File: config.mk
export PLATFORM = sky130hd
export DESIGN_NAME = tmdr_addr_div
export DESIGN_NICKNAME = d
export VERILOG_FILES = /design/src/rtl/core/tmdr_pkg.sv /design/src/rtl/core/tmdr_addr_div.sv
export SDC_FILE = /design/constraint.sdc
export NUM_CORES = 1
export LEC_CHECK = 0
export ABC_AREA = 0
export BUFFER_PORTS_ARGS = -buffer_cell sky130_fd_sc_hd__buf_2
export CORE_AREA = 2 2 213 131
export CTS_CLUSTER_SIZE = 8
export DETAILED_ROUTE_END_ITERATION = 8
export DIE_AREA = 0 0 215 133
export MAX_ROUTING_LAYER = met4
export PLACE_DENSITY = 0.36
export SETUP_SLACK_MARGIN = 0.15
export SYNTH_ARGS = -nofsm -noshare
export SYNTH_HDL_FRONTEND = slang
export SYNTH_SLANG_ARGS = --single-unit
File: constraint.sdc
create_clock -name clk -period 10.9 [get_ports clk]
set_input_delay 1.635 -clock clk [delete_from_list [all_inputs] [get_ports clk]]
set_output_delay 1.635 -clock clk [all_outputs]
set_load 0.05 [all_outputs]
File: src/rtl/core/tmdr_pkg.sv
`default_nettype none
package tmdr_pkg;

  // Field widths
  localparam int ADDR_W = 19;
  localparam int DATA_W = 32;
  localparam int PIX_W  = 16;

  // Default screen geometry
  localparam int SCREEN_WIDTH_DEF  = 640;
  localparam int SCREEN_HEIGHT_DEF = 480;

  // Text grid and mode code
  localparam int          TEXT_COLS      = 80;
  localparam int          TEXT_ROWS      = 30;
  localparam logic [31:0] TEXT_MODE_CODE = 32'd0;

  // Character store is addressed {row[4:0], col[6:0]}
  localparam int CHAR_ROW_W = 5;
  localparam int CHAR_COL_W = 7;
  localparam int CHAR_AW    = CHAR_ROW_W + CHAR_COL_W;
  localparam int CHAR_DEPTH = 1 << CHAR_AW;

  // Font store: glyph*16 + row
  localparam int FONT_AW    = 12;
  localparam int FONT_DEPTH = 1 << FONT_AW;

  // Register addresses
  localparam logic [ADDR_W-1:0] REG_MODE = ADDR_W'(0);
  localparam logic [ADDR_W-1:0] REG_CHAR = ADDR_W'(4);

  typedef enum logic [1:0] {
    CMD_REG_WR  = 2'd0,
    CMD_PIX_WR  = 2'd1,
    CMD_FONT_WR = 2'd2,
    CMD_RENDER  = 2'd3
  } cmd_t;

  typedef struct packed {
    cmd_t              cmd;
    logic [ADDR_W-1:0] addr;
    logic [DATA_W-1:0] data;
  } in_word_t;

  typedef struct packed {
    logic [ADDR_W-1:0] pixel_addr;
    logic [PIX_W-1:0]  pixel;
  } out_word_t;

  typedef enum logic [2:0] {
    ST_CLEAR,
    ST_IDLE,
    ST_DIV,
    ST_FONT,
    ST_OUT
  } state_t;

endpackage
`default_nettype wire

File: src/rtl/core/tmdr_addr_div.sv
`default_nettype none
module tmdr_addr_div
  import tmdr_pkg::*;
#(
  parameter int SCREEN_WIDTH = SCREEN_WIDTH_DEF,
  localparam int RECIP = (2 ** ADDR_W) / SCREEN_WIDTH,
  localparam int RW    = $clog2(RECIP + 1),
  localparam int YW    = $clog2((2 ** ADDR_W) / SCREEN_WIDTH + 1),
  localparam int XW    = $clog2(SCREEN_WIDTH)
) (
  input  wire logic              clk,
  input  wire logic              rst,
  input  wire logic              start,
  input  wire logic [ADDR_W-1:0] addr,
  output      logic              done,
  output      logic [YW-1:0]     y,
  output      logic [XW-1:0]     x
);

  logic                 v1, v2;
  logic [ADDR_W-1:0]    a1, a2;
  logic [ADDR_W+RW-1:0] prod1;
  logic [YW-1:0]        q0, q2;
  logic [ADDR_W-1:0]    prod2;
  logic [ADDR_W-1:0]    rem;
  logic                 fix;

  // quotient estimate, low by at most one
  assign q0  = YW'(prod1 >> ADDR_W);
  assign rem = a2 - prod2;
  assign fix = rem >= ADDR_W'(SCREEN_WIDTH);

  always_ff @(posedge clk) begin
    if (rst) begin
      v1   <= 1'b0;
      v2   <= 1'b0;
      done <= 1'b0;
    end else begin
      v1   <= start;
      v2   <= v1;
      done <= v2;
    end
  end

  // stage 1: multiply by reciprocal
  // stage 2: back-multiply the estimate
  // stage 3: one correction step
  always_ff @(posedge clk) begin
    a1    <= addr;
    prod1 <= (ADDR_W+RW)'(addr) * (ADDR_W+RW)'(RECIP);
    a2    <= a1;
    q2    <= q0;
    prod2 <= ADDR_W'(32'(q0) * 32'(SCREEN_WIDTH));
    if (v2) begin
      if (fix) begin
        y <= q2 + YW'(1);
        x <= XW'(rem - ADDR_W'(SCREEN_WIDTH));
      end else begin
        y <= q2;
        x <= XW'(rem);
      end
    end
  end

endmodule
`default_nettype wire

# After elaboration in Yosys (flattened, before gate mapping)
# Index checks and enable logic that the tools add are counted.
[op_classes]
order_cmp = 1
add_sub_neg = 3
multipliers = 2
n_mux = 2
[ops]
columns = ["op", "count"]
rows = [
  ["multiplier 19 x 10 -> 29 bit, second input constant", 1],
  ["2-to-1 mux 10 bit", 2],
  ["greater-or-equal comparator 19 x 10 -> 1 bit, second input constant", 1],
  ["subtractor 19 bit", 1],
  ["multiplier 10 x 3 -> 12 bit, second input constant", 1],
  ["adder 10 x 1 -> 10 bit, second input constant", 1],
  ["subtractor 10 bit, second input constant", 1],
]
[totals]
wordCells = 18
regBits = 112
out_inout_bits = 21

# Depth between registers and ports, before layout
[depth]
word_depth = 3
depth_mapped = 19
depth_no_buf = 19

# Worst setup path after synthesis
# OpenSTA, ideal clock, no wires.
[synth_path]
path_type = "in2reg"
startpoint = "in addr[13]"
endpoint = "reg prod1[26]"
setup_time_ns = 0.119
path_slack_ns = 4.933
path_stages = 19
arrival_time_ns = 5.848
required_time_ns = 10.781
path_buffers = 0
cell_sequence = "ha_1 -> fa_1 -> inv_1 -> fa_1 -> inv_1 -> fa_1 -> inv_1 -> fa_1 -> inv_1 -> ha_1 -> nand4_1 -> a211oi_1 -> o211ai_1 -> a31oi_1 -> o41ai_4 -> a21oi_2 -> a21bo_1 -> a21oi_2 -> xnor2_1"
[synth_between]
elab_chain_len = 1
[synth_rtl]
columns = ["item", "line", "rtl"]
rows = [
  ["from (decl)", "tmdr_addr_div.sv:14", "input wire logic [ADDR_W-1:0] addr,"],
  ["multiplier 19 x 10 -> 29 bit", "tmdr_addr_div.sv:50", "prod1 <= (ADDR_W+RW)'(addr) * (ADDR_W+RW)'(RECIP);"],
  ["to (signal assigned)", "tmdr_addr_div.sv:50", ""],
  ["to (decl)", "tmdr_addr_div.sv:22", "logic [ADDR_W+RW-1:0] prod1;"],
]
# No other way between the ends.
# A chain may end at the register's enable or synchronous reset.

# Worst setup path after layout
[layout_path]
startpoint = "in addr[1]"
endpoint = "reg prod1[28]"
# Same word-level chain as after synthesis.

==> metrics.txt <==
# TYPE chip_impl_metric gauge
chip_impl_info{name="run_status",value="finished, final reports clean"} 1
chip_impl_info{name="netlist_top_cells_area",value="sky130_fd_sc_hd__ha_1 24%, sky130_fd_sc_hd__dfxtp_1 22%, sky130_fd_sc_hd__fa_1 16%"} 1
chip_impl_metric{name="drc",unit=""} 0
chip_impl_info{name="rsz_0062_raised_after_global_routing",value="false"} 1
chip_impl_metric{name="synth.top_cell.area_share",unit="%"} 24.19
chip_impl_info{name="startpoint",value="addr[1]"} 1
chip_impl_metric{name="gp_routability_congestion",unit=""} 0.8502
chip_impl_metric{name="hold_slack",unit="ns"} 0.3261
chip_impl_metric{name="power.share.sequential",unit="%"} 25.0
chip_impl_info{name="hp-class",value="reg2reg"} 1
chip_impl_metric{name="critical_path_required",unit="ns"} 11.14
chip_impl_metric{name="skew",unit="ns"} 0.01294
chip_impl_metric{name="distinct_cell_type_count_of_the_synthesized_netlist",unit=""} 51
chip_impl_metric{name="pwr-share-clk",unit="%"} 16.2
chip_impl_metric{name="die-height",unit="um"} 133
chip_impl_metric{name="setup_violations",unit=""} 0
chip_impl_metric{name="dr.pass1.iters",unit=""} 4
chip_impl_metric{name="wl_per_cell",unit="um"} 14.26
chip_impl_metric{name="synth.yosys.seq_area_share",unit="%"} 30.78
chip_impl_metric{name="cp_max_fo",unit=""} 5
chip_impl_metric{name="worst_ep_arrival_time",unit="ns"} 6.54
chip_impl_metric{name="vdd_ir_drop_max",unit="uV"} 88.92
chip_impl_info{name="ys.flop_type",value="sky130_fd_sc_hd__dfxtp_1"} 1
chip_impl_metric{name="syn-mean-instance-area",unit="um2"} 10.88
chip_impl_metric{name="num_rows",unit=""} 47
chip_impl_metric{name="drt-initial-drc-count",unit=""} 169
chip_impl_info{name="layout_common_cells",value="127 x sky130_fd_sc_hd__ha_1, 125 x sky130_fd_sc_hd__inv_1, 71 x sky130_fd_sc_hd__dfxtp_1, 51 x sky130_fd_sc_hd__fa_1, 42 x sky130_fd_sc_hd__buf_2"} 1
chip_impl_info{name="tritoncts_clock_tree",value="yes"} 1
chip_impl_metric{name="ctsLongestPathBuffers",unit=""} 2
chip_impl_metric{name="detailedPlacementHpwl",unit="um"} 12550
chip_impl_metric{name="core_region_area",unit="um2"} 26930
chip_impl_metric{name="tcrit_tclk_final",unit="%"} 57.77
chip_impl_metric{name="design.final.nets",unit=""} 854
chip_impl_metric{name="synth_edf_count",unit=""} 20
chip_impl_metric{name="power.leakage",unit="nW"} 3.699
chip_impl_metric{name="vias_per_cell",unit=""} 4.015
chip_impl_info{name="critPathKind",value="in2reg"} 1
chip_impl_metric{name="drt.antenna.violating_nets",unit=""} 0
chip_impl_metric{name="reg2reg_depth",unit=""} 12
chip_impl_metric{name="yosys_warning_total",unit=""} 0
chip_impl_metric{name="grt_antenna_before_repair",unit=""} 0
chip_impl_metric{name="total_switching_power",unit="W"} 0.0008543
chip_impl_metric{name="cell_area_synth",unit="um2"} 6570
chip_impl_metric{name="global_route_wire_length_before_repair",unit="um"} 24040
chip_impl_metric{name="wl",unit="um"} 14630
chip_impl_metric{name="detailed_route_via_count",unit=""} 4119
chip_impl_info{name="cts-root-buf",value="sky130_fd_sc_hd__clkbuf_16"} 1
chip_impl_metric{name="buffer_ports.inserted",unit=""} 42
chip_impl_metric{name="timing.setup.tns",unit="ns"} 0
chip_impl_metric{name="via_count_of_the_first_global_routing_pass",unit=""} 4313
chip_impl_metric{name="net_count_synth",unit=""} 804
chip_impl_info{name="timing.critical_path.to_type",value="register"} 1
chip_impl_info{name="worst_setup_path_start_kind",value="input pin"} 1
chip_impl_info{name="rr_startpoint",value="q2[0]"} 1
chip_impl_metric{name="comb_power_share",unit="%"} 58.9
chip_impl_metric{name="die_width",unit="um"} 215
chip_impl_metric{name="synthCells",unit=""} 604
chip_impl_metric{name="grt_use_total",unit="%"} 11.29
chip_impl_metric{name="timing_max_transition_violations_final",unit=""} 0
chip_impl_metric{name="worst_slew_pin_slew",unit="ns"} 0.9366
chip_impl_metric{name="cap_violations",unit=""} 0
chip_impl_metric{name="clock_tree.htree_level_count",unit=""} 3
chip_impl_metric{name="pin_count_of_the_biggest_net_entering_global_routing",unit=""} 22
chip_impl_info{name="reg2reg_to",value="y[3]"} 1
chip_impl_metric{name="die_area",unit="um2"} 28600
chip_impl_metric{name="ctsHoldBuffers",unit=""} 0
chip_impl_metric{name="overflow",unit=""} 0
chip_impl_metric{name="ys_seq_elements",unit=""} 91
chip_impl_metric{name="worstSkewPairLatency",unit="ns"} 0.36
chip_impl_metric{name="initial_utilization",unit="%"} 24.39
chip_impl_metric{name="max_freq",unit="MHz"} 158.8
chip_impl_metric{name="hold_viol_final",unit=""} 0
chip_impl_metric{name="place_inst",unit=""} 1010
chip_impl_metric{name="cts_post_setup_buffers_inserted",unit=""} 0
chip_impl_info{name="path_cells",value="buf_2, ha_1, xor2_1, ha_1, fa_1, fa_1, inv_1, fa_1, inv_1, ha_1, a211oi_2, nand2_1, a41oi_2, a31oi_1, o41ai_4, a21oi_2, a211oi_2, o21bai_1, xnor2_1"} 1
chip_impl_metric{name="power.share.switching",unit="%"} 42.98
chip_impl_metric{name="design.portCount",unit=""} 43
chip_impl_metric{name="cts.sink_count",unit=""} 91
chip_impl_metric{name="synthToLayoutAreaGrowth",unit="%"} 14.28
chip_impl_info{name="crit_end",value="prod1[28]"} 1
chip_impl_metric{name="internal_power",unit="W"} 0.001134
chip_impl_metric{name="critical_path_max_stage_delay",unit="ns"} 0.56
chip_impl_metric{name="tritoncts.num_buffers",unit=""} 9
chip_impl_metric{name="async_reset_ff_share",unit="%"} 0
chip_impl_metric{name="max_slew_margin",unit="%"} 37.47
chip_impl_metric{name="final_core_util",unit="%"} 27.88
chip_impl_metric{name="finished_layout_cells",unit=""} 1026
chip_impl_info{name="synth.largest_area_cell",value="sky130_fd_sc_hd__ha_1"} 1
chip_impl_metric{name="p_per_area",unit="nW/um2"} 264.7
chip_impl_metric{name="dp_slack",unit="ns"} 4.237
chip_impl_metric{name="r2r_setup_slack",unit="ns"} 7.71
chip_impl_info{name="mostFrequentLayoutCell",value="sky130_fd_sc_hd__ha_1"} 1
chip_impl_metric{name="final_critical_path_setup_slack",unit="ns"} 4.603
chip_impl_metric{name="post_route_cells_drive_above_1_share",unit="%"} 11.08
chip_impl_metric{name="clock_pin_slew_worst_setup_and_hold_paths",unit="ns"} 0.07
chip_impl_metric{name="ctsResizeCount",unit=""} 0
chip_impl_info{name="critical-path-slowest-cell",value="sky130_fd_sc_hd__fa_1"} 1
chip_impl_metric{name="final_period_minus_worst_setup_slack",unit="ns"} 6.297
chip_impl_metric{name="fillers",unit=""} 2898
chip_impl_metric{name="antenna_cells",unit=""} 0
## synthesized netlist by cell type, drive strengths merged, types with 2 or more instances
master  instances
edfxtp         20
and2            5
nor2b           5
o21ai          13
inv           125
o41ai           3
xor2           18
a211oi          6
a221oi          2
buf             2
a21oi          27
dfxtp          71
fa             51
xnor2          28
nand3           4
o2111a          2
a31oi           2
and3            3
o21bai          6
nor2           17
nand2          28
ha            127
nand2b          4
a21o           11
o211ai          4
nand4           4
nor3            4
## stage by stage
stage               instance area, um2  total power (W)
floorplan                         6570         0.001401
global placement                  7208         0.001679
detailed placement                7208         0.001677
CTS                               7508         0.002022
global route                      7508         0.002219
finish                            7508         0.001988
## layout make-up
class	instances	area (um2)	area share, %
Clock inverter	6	71.32	0.9498
Clock buffer	10	229.0	3.049
Inverter	125	469.2	6.249
Tap cell	367	459.2	6.116
Multi-Input combinational cell	385	4048	53.91
Timing Repair Buffer	42	210.2	2.800
Sequential cell	91	2022	26.93
## kinds of logic (layout without fill, tap and decap cells)
group | Yosys count | in the layout | synth area share, %
compound gates | 83 | 83 | 9.560
xor+xnor | 46 | 46 | 6.247
fa+ha+maj | 178 | 178 | 39.73
buf+inv | 128 | 183 | 7.617
flops | 91 | 91 | 30.78
simple gates | 78 | 78 | 6.075
## sequential cells by signal, summed over array words and instances (netlist names)
signal,cells
a2,19
a1,18
prod1,11
prod2,10
q2,10
x,10
y,10
done,1
v1,1
v2,1
## layer usage
metal	wire (um)	global-route usage [%]
met5	0	-
met1	8853	17.73
met4	101	2.414
met3	393	2.598
met2	5279	14.11
## worst min-delay path by stage
| stage | cells past startpoint | from | endpoint |
|---|---|---|---|
| global placement | 0 | a1[17] | a2[17] |
| global route | 0 | a1[11] | a2[11] |
| CTS | 0 | a1[2] | a2[2] |
| detailed placement | 0 | a1[2] | a2[2] |
| floorplan | 0 | prod1[0] | a2[0] |
| finish | 0 | a1[10] | a2[10] |
## worst max-delay path: cells and delay by family
kind,cells,cell delay (ns)
and+or+nand+nor,1,0.14
adders and majority gates,6,2.65
buffers and inverters,3,0.26
xor gates and xnor gates,2,0.37
AOI/OAI and AO/OA,7,1.49
## power groups by stage
stage	sequential [W]	clock, W	combinational [W]
floorplan	0.000497	0	0.000904
global placement	0.000506	0	0.00117
detailed placement	0.000507	0	0.00117
CTS	0.000499	0.000335	0.00119
global route	0.000508	0.000347	0.00136
finish	0.000496	0.000321	0.00117
(Power assumes the default switching activity.)
